==> config.mk <==
export PLATFORM = sky130hd
export DESIGN_NAME = gte_color_depth_cue_core_flat
export DESIGN_NICKNAME = d
export VERILOG_FILES = /design/src/design/gte_cdc_pkg.sv /design/src/design/gte_cdc_if.sv /design/src/design/gte_cdc_mac.sv /design/src/design/gte_color_depth_cue_core.sv /design/src/flat_wrapper.sv
export SDC_FILE = /design/constraint.sdc
export NUM_CORES = 1
export LEC_CHECK = 0
export BUFFER_PORTS_ARGS = -buffer_cell sky130_fd_sc_hd__buf_4
export CORE_ASPECT_RATIO = 1.75
export CORE_MARGIN = 2
export CORE_UTILIZATION = 56
export CTS_CLUSTER_DIAMETER = 80
export CTS_CLUSTER_SIZE = 40
export DETAILED_ROUTE_END_ITERATION = 8
export GPL_TIMING_DRIVEN = 1
export PLACE_DENSITY = 0.87
export SETUP_SLACK_MARGIN = 0.4
export SKIP_LAST_GASP = 1
export SLEW_MARGIN = 25
export SYNTH_ARGS = -nofsm -noshare
export SYNTH_HDL_FRONTEND = slang
export SYNTH_SLANG_ARGS = --single-unit
==> constraint.sdc <==
create_clock -name i_clk -period 6.5 [get_ports i_clk]
set_input_delay 0.65 -clock i_clk [delete_from_list [all_inputs] [get_ports i_clk]]
set_output_delay 0.65 -clock i_clk [all_outputs]
set_load 0.02 [all_outputs]
==> src/design/gte_cdc_pkg.sv <==
`timescale 1ns / 1ps
// ----------------------------------------------------------------------------
// gte_cdc_pkg
// shared types and constants for the colour depth-cue block
// ----------------------------------------------------------------------------
package gte_cdc_pkg;

    localparam int FIFO_DEPTH = 3;

    localparam logic [2:0] CFG_MAT_R = 3'd0;
    localparam logic [2:0] CFG_MAT_G = 3'd1;
    localparam logic [2:0] CFG_MAT_B = 3'd2;
    localparam logic [2:0] CFG_BK    = 3'd3;
    localparam logic [2:0] CFG_FAR   = 3'd4;

    typedef enum logic [2:0] {
        ST_IDLE,
        ST_MAT,
        ST_TERM,
        ST_FAR,
        ST_DONE,
        ST_OUT
    } t_state;

    // one multiply-accumulate request to the shared unit
    typedef struct packed {
        logic               clr;
        logic               en;
        logic signed [21:0] a;
        logic signed [16:0] b;
    } t_mac_req;

    typedef struct packed {
        logic signed [31:0] acc_one;
        logic signed [31:0] acc_two;
        logic signed [31:0] acc_three;
        logic [14:0]        out_one;
        logic [14:0]        out_two;
        logic [14:0]        out_three;
        logic [7:0]         pushed_red;
        logic [7:0]         pushed_green;
        logic [7:0]         pushed_blue;
        logic [7:0]         pushed_code;
        logic [5:0]         sat_flags;
    } t_result;

    typedef struct packed {
        logic signed [15:0] depth_weight;
        logic signed [15:0] vec_one;
        logic signed [15:0] vec_two;
        logic signed [15:0] vec_three;
        logic [7:0]         base_red;
        logic [7:0]         base_green;
        logic [7:0]         base_blue;
        logic [7:0]         base_code;
    } t_item;

endpackage

==> src/design/gte_cdc_if.sv <==
`timescale 1ns / 1ps
// ----------------------------------------------------------------------------
// gte_cdc_if
// valid/ready channel carrying one request payload
// ----------------------------------------------------------------------------
interface gte_cdc_if #(parameter type T = logic);
    logic valid;
    logic ready;
    T     data;
    modport source (output valid, output data, input ready);
    modport sink   (input valid, input data, output ready);
endinterface

==> src/design/gte_cdc_mac.sv <==
`timescale 1ns / 1ps
// ----------------------------------------------------------------------------
// gte_cdc_mac
// shared multiply-accumulate unit, one product per cycle while i_req.en is set
// ----------------------------------------------------------------------------
module gte_cdc_mac
    import gte_cdc_pkg::*;
(
    input  logic               i_clk,
    input  t_mac_req           i_req,
    output logic signed [39:0] o_acc
);
    logic signed [39:0] r_acc;
    logic signed [38:0] w_prod;

    assign w_prod = 39'(i_req.a * i_req.b);

    always_ff @(posedge i_clk) begin
        if (i_req.en) begin
            r_acc <= (i_req.clr ? 40'sd0 : r_acc) + 40'(w_prod);
        end
    end

    assign o_acc = r_acc;
endmodule

==> src/design/gte_color_depth_cue_core.sv <==
`timescale 1ns / 1ps
// ----------------------------------------------------------------------------
// gte_color_depth_cue_core
// colour depth-cue step with three-entry colour fifo
// ----------------------------------------------------------------------------
// usage:
//   configuration writes (i_cfg_we, i_cfg_idx, i_cfg_data) load the colour
//   matrix rows, background and far colour; the user must issue them only while
//   the core is idle (unenforced). s_in carries one request of IR0, IR1..IR3,
//   colour bytes and code. m_out returns one result request per input request.
// datapath and flow:
//   a single multiply-accumulate unit does the nine matrix products and the
//   three depth interpolations, the colour scalings use a small multiplier.
//   the next request is accepted the cycle after the result has been taken,
//   so only one request is in flight at a time.
// reset:
//   i_rst_n clears the configuration registers, the fifo and the sequencer.
// stall:
//   the result holds on m_out until ready; input stays blocked meanwhile.
// ----------------------------------------------------------------------------
module gte_color_depth_cue_core
    import gte_cdc_pkg::*;
(
    input  logic        i_clk,
    input  logic        i_rst_n,
    input  logic        i_cfg_we,
    input  logic [2:0]  i_cfg_idx,
    input  logic [62:0] i_cfg_data,
    gte_cdc_if.sink     s_in,
    gte_cdc_if.source   m_out
);
    logic [47:0] r_mat [3];
    logic [62:0] r_bk, r_far;
    logic [31:0] r_fifo [FIFO_DEPTH];

    t_state r_state, n_state;
    logic [1:0] r_ch, n_ch;
    logic [1:0] r_k, n_k;
    t_item  r_item;
    logic signed [16:0] r_term;
    t_result r_res;

    t_mac_req w_req;
    logic signed [39:0] w_acc;
    logic signed [20:0] w_bk, w_far;
    logic signed [15:0] w_vec [3];
    logic [7:0] w_col;
    logic signed [39:0] w_m1, w_m2, w_diff;
    logic signed [15:0] w_cl;
    logic w_clf;

    gte_cdc_mac u_mac (.i_clk(i_clk), .i_req(w_req), .o_acc(w_acc));

    always_ff @(posedge i_clk) begin
        if (!i_rst_n) begin
            r_mat[0] <= '0; r_mat[1] <= '0; r_mat[2] <= '0;
            r_bk <= '0; r_far <= '0;
        end else if (i_cfg_we) begin
            unique case (i_cfg_idx)
                CFG_MAT_R: r_mat[0] <= i_cfg_data[47:0];
                CFG_MAT_G: r_mat[1] <= i_cfg_data[47:0];
                CFG_MAT_B: r_mat[2] <= i_cfg_data[47:0];
                CFG_BK:    r_bk     <= i_cfg_data;
                CFG_FAR:   r_far    <= i_cfg_data;
                default: ;
            endcase
        end
    end

    assign w_vec[0] = r_item.vec_one;
    assign w_vec[1] = r_item.vec_two;
    assign w_vec[2] = r_item.vec_three;
    assign w_bk  = r_bk[21*r_ch +: 21];
    assign w_far = r_far[21*r_ch +: 21];
    assign w_col = (r_ch == 2'd0) ? r_item.base_red :
                   (r_ch == 2'd1) ? r_item.base_green : r_item.base_blue;

    // sums on the accumulator result and the saturated far-colour difference
    assign w_m1   = 40'(w_bk) + (w_acc >>> 12);
    assign w_diff = 40'(w_far) - 40'(r_term);
    assign w_clf  = (w_diff < -40'sd32768) || (w_diff > 40'sd32767);
    assign w_cl   = (w_diff < -40'sd32768) ? -16'sd32768 :
                    (w_diff > 40'sd32767) ? 16'sd32767 : w_diff[15:0];
    assign w_m2   = 40'(r_term) + (w_acc >>> 12);

    always_comb begin
        n_state = r_state;
        n_ch = r_ch;
        n_k = r_k;
        w_req = '0;
        unique case (r_state)
            ST_IDLE: begin
                if (s_in.valid) begin
                    n_state = ST_MAT; n_ch = '0; n_k = '0;
                end
            end
            ST_MAT: begin
                w_req.en = 1'b1;
                w_req.clr = (r_k == 2'd0);
                w_req.a = 22'($signed(r_mat[r_ch][16*r_k +: 16]));
                w_req.b = 17'(w_vec[r_k]);
                if (r_k == 2'd2) begin
                    n_k = '0; n_state = ST_TERM;
                end else begin
                    n_k = r_k + 2'd1;
                end
            end
            ST_TERM: begin
                // accumulator holds the matrix sum
                n_state = ST_FAR;
            end
            ST_FAR: begin
                w_req.en = 1'b1;
                w_req.clr = 1'b1;
                w_req.a = 22'(r_item.depth_weight);
                w_req.b = 17'(w_cl);
                n_state = ST_DONE;
            end
            ST_DONE: begin
                if (r_ch == 2'd2) begin
                    n_state = ST_OUT;
                end else begin
                    n_ch = r_ch + 2'd1; n_state = ST_MAT;
                end
            end
            ST_OUT: begin
                if (m_out.ready) n_state = ST_IDLE;
            end
            default: n_state = ST_IDLE;
        endcase
    end

    // colour scaling from the saturated IR on a small multiplier
    logic signed [39:0] w_t;
    logic [14:0] w_irs;
    logic w_irf;
    assign w_irf = (w_m1 < 0) || (w_m1 > 40'sd32767);
    assign w_irs = (w_m1 < 0) ? 15'd0 : (w_m1 > 40'sd32767) ? 15'h7FFF : w_m1[14:0];
    assign w_t = 40'($signed({1'b0, w_col}) * $signed({1'b0, w_irs}));

    logic [1:0] w_ch;
    assign w_ch = r_ch;
    logic signed [35:0] w_s4;
    logic w_pf, w_if2;
    logic [7:0] w_px;
    logic [14:0] w_ir2;
    assign w_if2 = (w_m2 < 0) || (w_m2 > 40'sd32767);
    assign w_ir2 = (w_m2 < 0) ? 15'd0 : (w_m2 > 40'sd32767) ? 15'h7FFF : w_m2[14:0];
    assign w_s4 = 36'(w_m2 >>> 4);
    assign w_pf = (w_s4 < 0) || (w_s4 > 36'sd255);
    assign w_px = (w_s4 < 0) ? 8'd0 : (w_s4 > 36'sd255) ? 8'd255 : w_s4[7:0];

    always_ff @(posedge i_clk) begin
        if (!i_rst_n) begin
            r_state <= ST_IDLE;
            r_ch <= '0;
            r_k <= '0;
            for (int i = 0; i < FIFO_DEPTH; i++) r_fifo[i] <= '0;
        end else begin
            r_state <= n_state;
            r_ch <= n_ch;
            r_k <= n_k;
            if (r_state == ST_OUT && m_out.ready) begin
                for (int i = 0; i < FIFO_DEPTH - 1; i++) r_fifo[i] <= r_fifo[i+1];
                r_fifo[FIFO_DEPTH-1] <= {r_res.pushed_code, r_res.pushed_blue,
                                         r_res.pushed_green, r_res.pushed_red};
            end
        end
    end

    always_ff @(posedge i_clk) begin
        if (r_state == ST_IDLE && s_in.valid) begin
            r_item <= s_in.data;
            r_res.sat_flags <= '0;
        end
        if (r_state == ST_TERM) begin
            r_term <= 17'(w_t >>> 8);
            if (w_irf) r_res.sat_flags[5 - w_ch] <= 1'b1;
        end
        if (r_state == ST_FAR) begin
            if (w_clf) r_res.sat_flags[5 - w_ch] <= 1'b1;
        end
        if (r_state == ST_DONE) begin
            if (w_if2) r_res.sat_flags[5 - w_ch] <= 1'b1;
            if (w_pf) r_res.sat_flags[2 - w_ch] <= 1'b1;
            r_res.pushed_code <= r_item.base_code;
            unique case (w_ch)
                2'd0: begin r_res.acc_one <= w_m2[31:0]; r_res.out_one <= w_ir2;
                            r_res.pushed_red <= w_px; end
                2'd1: begin r_res.acc_two <= w_m2[31:0]; r_res.out_two <= w_ir2;
                            r_res.pushed_green <= w_px; end
                default: begin r_res.acc_three <= w_m2[31:0]; r_res.out_three <= w_ir2;
                            r_res.pushed_blue <= w_px; end
            endcase
        end
    end

    assign m_out.data  = r_res;
    assign m_out.valid = (r_state == ST_OUT);
    assign s_in.ready  = (r_state == ST_IDLE);

`ifndef SYNTH
    a_excl: assert property (@(posedge i_clk) disable iff (!i_rst_n)
        !(s_in.ready && m_out.valid)) else $error("ready while result pending");
    a_hold: assert property (@(posedge i_clk) disable iff (!i_rst_n)
        m_out.valid && !m_out.ready |=> m_out.valid) else $error("result dropped");
    a_start: assert property (@(posedge i_clk) disable iff (!i_rst_n)
        s_in.valid && s_in.ready |=> r_state == ST_MAT) else $error("no start");
`endif
endmodule
==> src/flat_wrapper.sv <==
// flat-port wrapper written by rule: the top's interface ports become plain ports
module gte_color_depth_cue_core_flat import gte_cdc_pkg::*;
  (i_clk, i_rst_n, i_cfg_we, i_cfg_idx, i_cfg_data, s_in_valid, s_in_data, s_in_ready, m_out_valid, m_out_data, m_out_ready);
  gte_cdc_if s_in_i ();
  gte_cdc_if m_out_i ();
  input  logic i_clk;
  input  logic i_rst_n;
  input  logic i_cfg_we;
  input  logic [2:0] i_cfg_idx;
  input  logic [62:0] i_cfg_data;
  input wire logic [$bits(s_in_i.valid)-1:0] s_in_valid;
  input wire logic [$bits(s_in_i.data)-1:0] s_in_data;
  output wire logic [$bits(s_in_i.ready)-1:0] s_in_ready;
  output wire logic [$bits(m_out_i.valid)-1:0] m_out_valid;
  output wire logic [$bits(m_out_i.data)-1:0] m_out_data;
  input wire logic [$bits(m_out_i.ready)-1:0] m_out_ready;
  assign s_in_i.valid = s_in_valid;
  assign s_in_i.data = s_in_data;
  assign s_in_ready = s_in_i.ready;
  assign m_out_valid = m_out_i.valid;
  assign m_out_data = m_out_i.data;
  assign m_out_i.ready = m_out_ready;
  gte_color_depth_cue_core u_core (.i_clk(i_clk), .i_rst_n(i_rst_n), .i_cfg_we(i_cfg_we), .i_cfg_idx(i_cfg_idx), .i_cfg_data(i_cfg_data), .s_in(s_in_i), .m_out(m_out_i));
endmodule
# Word-level counts from Yosys, hierarchy flattened
# Memories as Yosys holds them, arrays and structs flattened. A register that Yosys moved wholly into a read port is not among the register bits.
# Cells that the tools add are included.
[word_totals]
ram_bits = 144
in_bits = 72
memories = 1
register_bits = 179
[memory_table]
columns = ["name", "depth", "word_bits", "rd", "rd_clocked_by_memory_dff", "wr", "line_no", "text"]
rows = [
  ["u_core.r_mat", 3, 48, 1, 1, 3, "gte_color_depth_cue_core.sv:32", "logic [47:0] r_mat [3];"],
]
[op_classes]
multipliers = 2
eq_ne = 15
n_bitwise = 8
n_mux = 48
shifts = 3
n_lt_le_gt_ge = 13
addsub = 6
n_reduce_logical = 17
[ops]
columns = ["op", "n"]
rows = [
  ["2-to-1 mux 48 bit", 3],
  ["indexed part select 63 x 8 -> 21 bit", 2],
  ["one-hot mux 41 bit (2 select lines)", 1],
  ["greater-or-equal comparator 32 x 1 -> 1 bit (second input constant)", 2],
  ["< comparator 32 x 4 -> 1 bit (second input constant)", 2],
  ["2-to-1 mux 16 bit", 4],
  ["2-to-1 mux 6 bit", 9],
  ["indexed part select 48 x 7 -> 16 bit", 1],
  ["adder 40 x 39 -> 40 bit", 1],
  ["greater-than comparator 40 x 16 -> 1 bit (second input constant)", 1],
  ["< comparator 40 x 1 -> 1 bit (second input constant)", 1],
  ["2-to-1 mux 40 bit", 1],
  ["multiplier 22 x 17 -> 39 bit", 1],
  ["binary-select mux 16 bit (select 2 bit)", 1],
  ["adder 21 x 28 -> 29 bit", 1],
  ["greater-than comparator 28 x 16 -> 1 bit (second input constant)", 1],
  ["< comparator 28 x 1 -> 1 bit (second input constant)", 1],
  ["greater-than comparator 24 x 9 -> 1 bit (second input constant)", 1],
  ["< comparator 24 x 1 -> 1 bit (second input constant)", 1],
  ["OR 6 bit", 4],
  ["greater-than comparator 21 x 16 -> 1 bit (second input constant)", 1],
  ["< comparator 21 x 16 -> 1 bit (second input constant)", 1],
  ["one-hot mux 3 bit (6 select lines)", 1],
  ["2-to-1 mux 1 bit", 15],
  ["other kinds (24)", 55],
]

# Longest topological paths before layout
[logic_depth]
depth_word = 17
mapped_depth = 27
ltp_nobuf = 24

# Modules after synthesis
# A second synthesis with hierarchy kept.
[unflattened]
cells_unflattened = 2579
area_unflattened_um2 = 26025.0
[modules_own_cells]
columns = ["mod", "cells_per_inst", "n_inst", "area_each_um2"]
rows = [
  ["gte_cdc_mac", 1807, 1, 16781.1],
  ["gte_color_depth_cue_core", 772, 1, 9243.9],
]

# Worst setup path before layout
# No wires, ideal clock.
[synth_path]
path_kind = "flip-flop to flip-flop"
from = "register u_core.r_state[2]"
to = "register u_core.u_mac.r_acc[39] (netlist: u_core.u_mac.o_acc[39]) (data pin)"
setup_time_ns = 0.263
path_slack_ns = -0.568
arrival_ns = 6.805
stages_incl_launch_ff = 22
path_cell_list = "dfxtp_1 -> clkbuf_1 -> nor2b_1 -> clkbuf_1 -> and3_1 -> fa_1 -> fa_1 -> fa_1 -> fa_1 -> fa_1 -> inv_1 -> fa_1 -> inv_1 -> ha_1 -> o211ai_1 -> o21ai_0 -> a21oi_1 -> a211oi_2 -> nor3_1 -> or4b_1 -> a21oi_1 -> nor3b_2"
[synth_via]
elab_chain_len = 4
elab_cells_between_ends = 6
classes_between = "1 x add/sub; 1 x mul; 2 x eq/ne; 2 x mux"
[synth_lines]
columns = ["item", "line_no", "text"]
rows = [
  ["start, declared", "gte_color_depth_cue_core.sv:36", "t_state r_state, n_state;"],
  ["start signal, assigned", "gte_color_depth_cue_core.sv:160", "r_state <= n_state;"],
  ["equality test 3 x 2 -> 1 bit / equality test 3 x 1 -> 1 bit (equally long branches)", "gte_color_depth_cue_core.sv:91", "unique case (r_state)"],
  ["one-hot mux 41 bit (2 select lines) (*)", "gte_color_depth_cue_core.sv:91", ""],
  ["multiplier 22 x 17 -> 39 bit / 2-to-1 mux 40 bit (equally long branches)", "gte_cdc_mac.sv:16, gte_cdc_mac.sv:20", ""],
  ["adder 40 x 39 -> 40 bit (*)", "gte_cdc_mac.sv:20", "r_acc <= (i_req.clr ? 40'sd0 : r_acc) + 40'(w_prod);"],
  ["end signal, assigned", "gte_cdc_mac.sv:20", ""],
  ["end, declared", "gte_cdc_mac.sv:13", "logic signed [39:0] r_acc;"],
]
# Mark *: on every way between the ends. The rest lies on a longest branch, timed or not.
# A chain may end at the register's enable or synchronous reset.

# Worst setup path in the final report
[layout_path]
from = "register u_core.r_ch[1]"
to = "register u_core.u_mac.r_acc[39] (netlist: u_core.u_mac.o_acc[39]) (data pin)"
[layout_via]
elab_chain_len = 8
elab_cells_between_ends = 9
classes_between = "1 x add/sub; 2 x mul; 2 x order compare; 1 x shift; 3 x mux"
[layout_lines]
columns = ["item", "line_no", "text"]
rows = [
  ["start, declared", "gte_color_depth_cue_core.sv:37", "logic [1:0] r_ch, n_ch;"],
  ["start signal, assigned", "gte_color_depth_cue_core.sv:161", "r_ch <= n_ch;"],
  ["multiplier 5 x 2 -> 7 bit (*)", "gte_color_depth_cue_core.sv:74", "assign w_far = r_far[21*r_ch +: 21];"],
  ["indexed part select 63 x 8 -> 21 bit (*)", "gte_color_depth_cue_core.sv:74", ""],
  ["greater-than comparator 21 x 16 -> 1 bit", "gte_color_depth_cue_core.sv:83", "(w_diff > 40'sd32767) ? 16'sd32767 : w_diff[15:0];"],
  ["2-to-1 mux 16 bit", "gte_color_depth_cue_core.sv:83", ""],
  ["2-to-1 mux 16 bit (*)", "gte_color_depth_cue_core.sv:82", "assign w_cl = (w_diff < -40'sd32768) ? -16'sd32768 :"],
  ["one-hot mux 41 bit (2 select lines) (*)", "gte_color_depth_cue_core.sv:91", ""],
  ["multiplier 22 x 17 -> 39 bit (*)", "gte_cdc_mac.sv:16", "assign w_prod = 39'(i_req.a * i_req.b);"],
  ["adder 40 x 39 -> 40 bit (*)", "gte_cdc_mac.sv:20", ""],
]
# Marked as above.

==> summary.md <==
| Metric | Value |
|---|---|
| Initial DRC Count | about 520 |
| Setup CP Type | reg2reg |
| Top cell by count, worst path | fa_1 |
| WHS Path Cells | 2 |
| Met1 global-route usage | approximately a fifth |
| Final critical-path share of the clock period | 97.64% |
| Via-to-Cell Ratio | 4.808 |
| Finish-stage setup viols | 0 |
| Critical path arrival | between 6 and 7 ns |
| Count of input and output buffers | 13 |
| Initial antenna violation count | 0 |
| Post-route cell area | between 15,000 and 20,000 um^2 |
| H-tree Lvls | 2 |
| WP depth | 21 |
| DIE AREA | between 20,000 and 30,000 um^2 |
| DR WL/cell | 14.45 um |
| CP required | 6.55 ns |
| Max Cap Viol | 0 |
| RSZ-0062 raised after global routing | yes |
| Max Freq | around 0.16 GHz |
| Mapped Area | 14,300 um^2 |
| WHS Endpoint | u_core.r_far[41] |
| Outcome | complete, no violations |
| Reg2Reg Setup Slack | 0.15 ns |
| CP max-delay cell | or4b_4 |
| GR Util All Layers | 22.48% |
| Worst path bufs/invs | 5 |
| Final hold viol count | 0 |
| Clock sink total | slightly above 50 |
| Area contributors post-synth | fa_1 (51%), inv_1 (14%), ha_1 (10%), edfxtp_1 (8.4%), xnor2_1 (1.8%) |
| P&R area growth vs syn | 18.09% |
| Minimum clock period | 6.347 ns |
| DP Wirelength | 23,360 um |
| Slowest stage delay, CP | approximately 0.58 ns |
| Final nets | 2,321 |
| Distinct cell type count after synthesis | between 50 and 60 |
| Yosys warns | 0 |
| Die width | ~120 um |
| Clock Path Buffers | 2 |
| Worst setup EP type | flip-flop |
| Worst-path clk slew | approximately 0.07 ns |
| Antenna Nets Post-Route | 0 |
| Post-Place Cell Area | 16,110 um^2 |
| Post-synth EDFFs | 40 |
| Finished Layout Cells | 2,086 |
| Final core utilization | 67.17% |
| Global-route wire length before repair | 49,340 um |
| Post-Syn Area per Cell | 10.12 um^2 |
| GRT Max-Usage Layer | met2 |
| Syn Inst Count | between 1k and 1.5k |
| Worst Skew | 0.005710 ns |
| Top-area cell type share of the netlist area | 51.08% |
| Final Max Slew Viols | 0 |
| DIE HEIGHT | around 220 um |
| Gpl congestion | approximately 0.86 |
| Core area | around 25,000 um^2 |
| Total grt overflow | 0 |
| Post-synth top flop | edfxtp_1 |
| CTS tree | yes |
| Hold WS | approximately 0.46 ns |
| Critical hold path startpoint | u_core.r_far[41] |
| Clock root cell | clkbuf_16 |
| Number of CTS-inserted buffers | 5 |
| Seq cells post-synth | 51 |
| Worst-Skew Late Latency | around 0.30 ns |
| Vias in the first global route | between 10k and 15k |
| Vias | ~10k |
| DRC | 0 |
| Top cells by count, synth | inv_1 (516), fa_1 (365), ha_1 (115) |
| Pre-antenna DRT Iters | 5 |
| Inst Count DP | 2,054 |
| Largest net degree at the start of global routing | 25 |
| FP Rows | 77 |
| Post-Route WL | ~30,000 um |
| Ports | 75 |
| Min-Delay Path Class | reg2reg |
| R2R depth | 21 |
| CP Max Fanout | 7 |
| Register area share after synthesis | under 10% |
| Routing usage on met3 | between 1 and 1.5% |
| Number of diodes | 0 |
| CP cell instances | mux2i_2 > o22ai_4 > buf_4 > buf_12 > buf_16 > and3_4 > fa_1 > fa_1 > fa_1 > fa_1 > fa_1 > inv_1 > fa_1 > inv_2 > ha_4 > o21a_1 > o21a_1 > o31ai_4 > or4b_4 > a21oi_4 > nor3b_2 |
| Share of flip-flops with an asynchronous set or reset | 0% |
| Share of post-route cells with drive strength above 1 | 8.192% |
| R2R Path End | u_core.u_mac.o_acc[39] |
| Startpoint Class | flip-flop |
| Post-synth top area cell | fa_1 |
| Initial core utilization | around 57% |
| RR Startpoint | u_core.r_ch[1] |
| Count leader, synth | inv_1 |
| Top delay family on crit path | adder cells |
| M2 GR Usage | a little under half |
[placed cells by master (no fill, tap or decap), types with 12 or more instances in the layout]
cell	n
ha_1	104
nor2_1	27
buf_4	49
fa_1	364
a21oi_1	31
nand2_1	44
inv_2	13
conb_1	318
inv_1	504
a21o_1	13
o21ai_0	12
and2_1	25
xnor2_1	29
edfxtp_1	40
[per-layer routing]
| metal | share of wire, % | up-vias |
|---|---|---|
| met5 | 0 | - |
| met1 | 29 | 5070 |
| li1 | - | 4500 |
| met4 | 7.0 | 0 |
| met2 | 61 | 300 |
| met3 | 3.0 | 159 |
[repair_timing]
item,in CTS,in global routing
setup buffers,5,18
endpoints found under the hold margin,0,0
resized for setup,45,47
hold buffers,0,0
endpoints found under the setup margin,13,12
cloned,1,0
pin swaps,56,64
[worst register-to-register path, stage by stage (launching register included)]
cell	delay, ns
dfxtp_2	0.35
mux2i_2	0.26
o22ai_4	0.11
buf_4	0.16
buf_12	0.13
buf_16	0.13
and3_4	0.17
fa_1	0.44
fa_1	0.48
fa_1	0.53
fa_1	0.52
fa_1	0.57
inv_1	0.06
fa_1	0.54
inv_2	0.06
ha_4	0.28
o21a_1	0.13
o21a_1	0.24
o31ai_4	0.15
or4b_4	0.58
a21oi_4	0.14
nor3b_2	0.05
[through the flow]
stage | setup WS (ns) | TNS, ns
final | 0.1534 | 0
after global routing | -0.02114 | -0.02833
after CTS | 0.2142 | 0
after detailed placement | -0.1222 | -0.3843
after global placement | -0.02135 | -0.02135
after floorplan | 0.4367 | 0
[state kept, by name, summed over array words and instances (netlist names)]
name and count:
u_core.m_out.data 1, u_core.r_ch 2, u_core.r_far 3, u_core.r_k 2, u_core.r_state 3, u_core.u_mac.o_acc 40
[worst max-delay path by stage]
stage	startpoint	to	slack (ns)
floorplan	u_core.r_ch[1]	u_core.u_mac.o_acc[39]	0.44
global placement	u_core.r_ch[1]	u_core.u_mac.o_acc[39]	-0.02
detailed placement	u_core.r_ch[1]	u_core.u_mac.o_acc[39]	-0.12
CTS	u_core.r_ch[1]	u_core.u_mac.o_acc[39]	0.21
global route	u_core.r_ch[1]	u_core.u_mac.o_acc[39]	-0.02
finish	u_core.r_ch[1]	u_core.u_mac.o_acc[39]	0.15
[area by class of cell]
cell class | count | area [um^2]
clock buffer | 6 | 128.9
clock inverter | 2 | 12.51
tap | 316 | 395.4
timing repair buffer | 59 | 514.2
sequential | 51 | 1424
inverter | 517 | 1941
multi-input combinational | 1135 | 12480
fill | 1663 | 8254
[kinds of logic (layout without fill, tap and decap cells)]
kind of cell             after synthesis  in the layout  synth area share (%)
multiplexers                           3              3                0.2099
adder cells (fa/ha/maj)              480            480                 61.14
buffers and inverters                544            584                 14.30
AO/OA/AOI/OAI                        116            116                 5.397
AND/OR/NAND/NOR                      179            179                 6.569
other                                  2            318               0.05250
flip-flops                            51             51                 9.937
XOR/XNOR                              39             39                 2.388
Power is left out: the tool's default activity adds up to more than one toggle a clock period on the data nets, which glitch-free logic cannot reach.
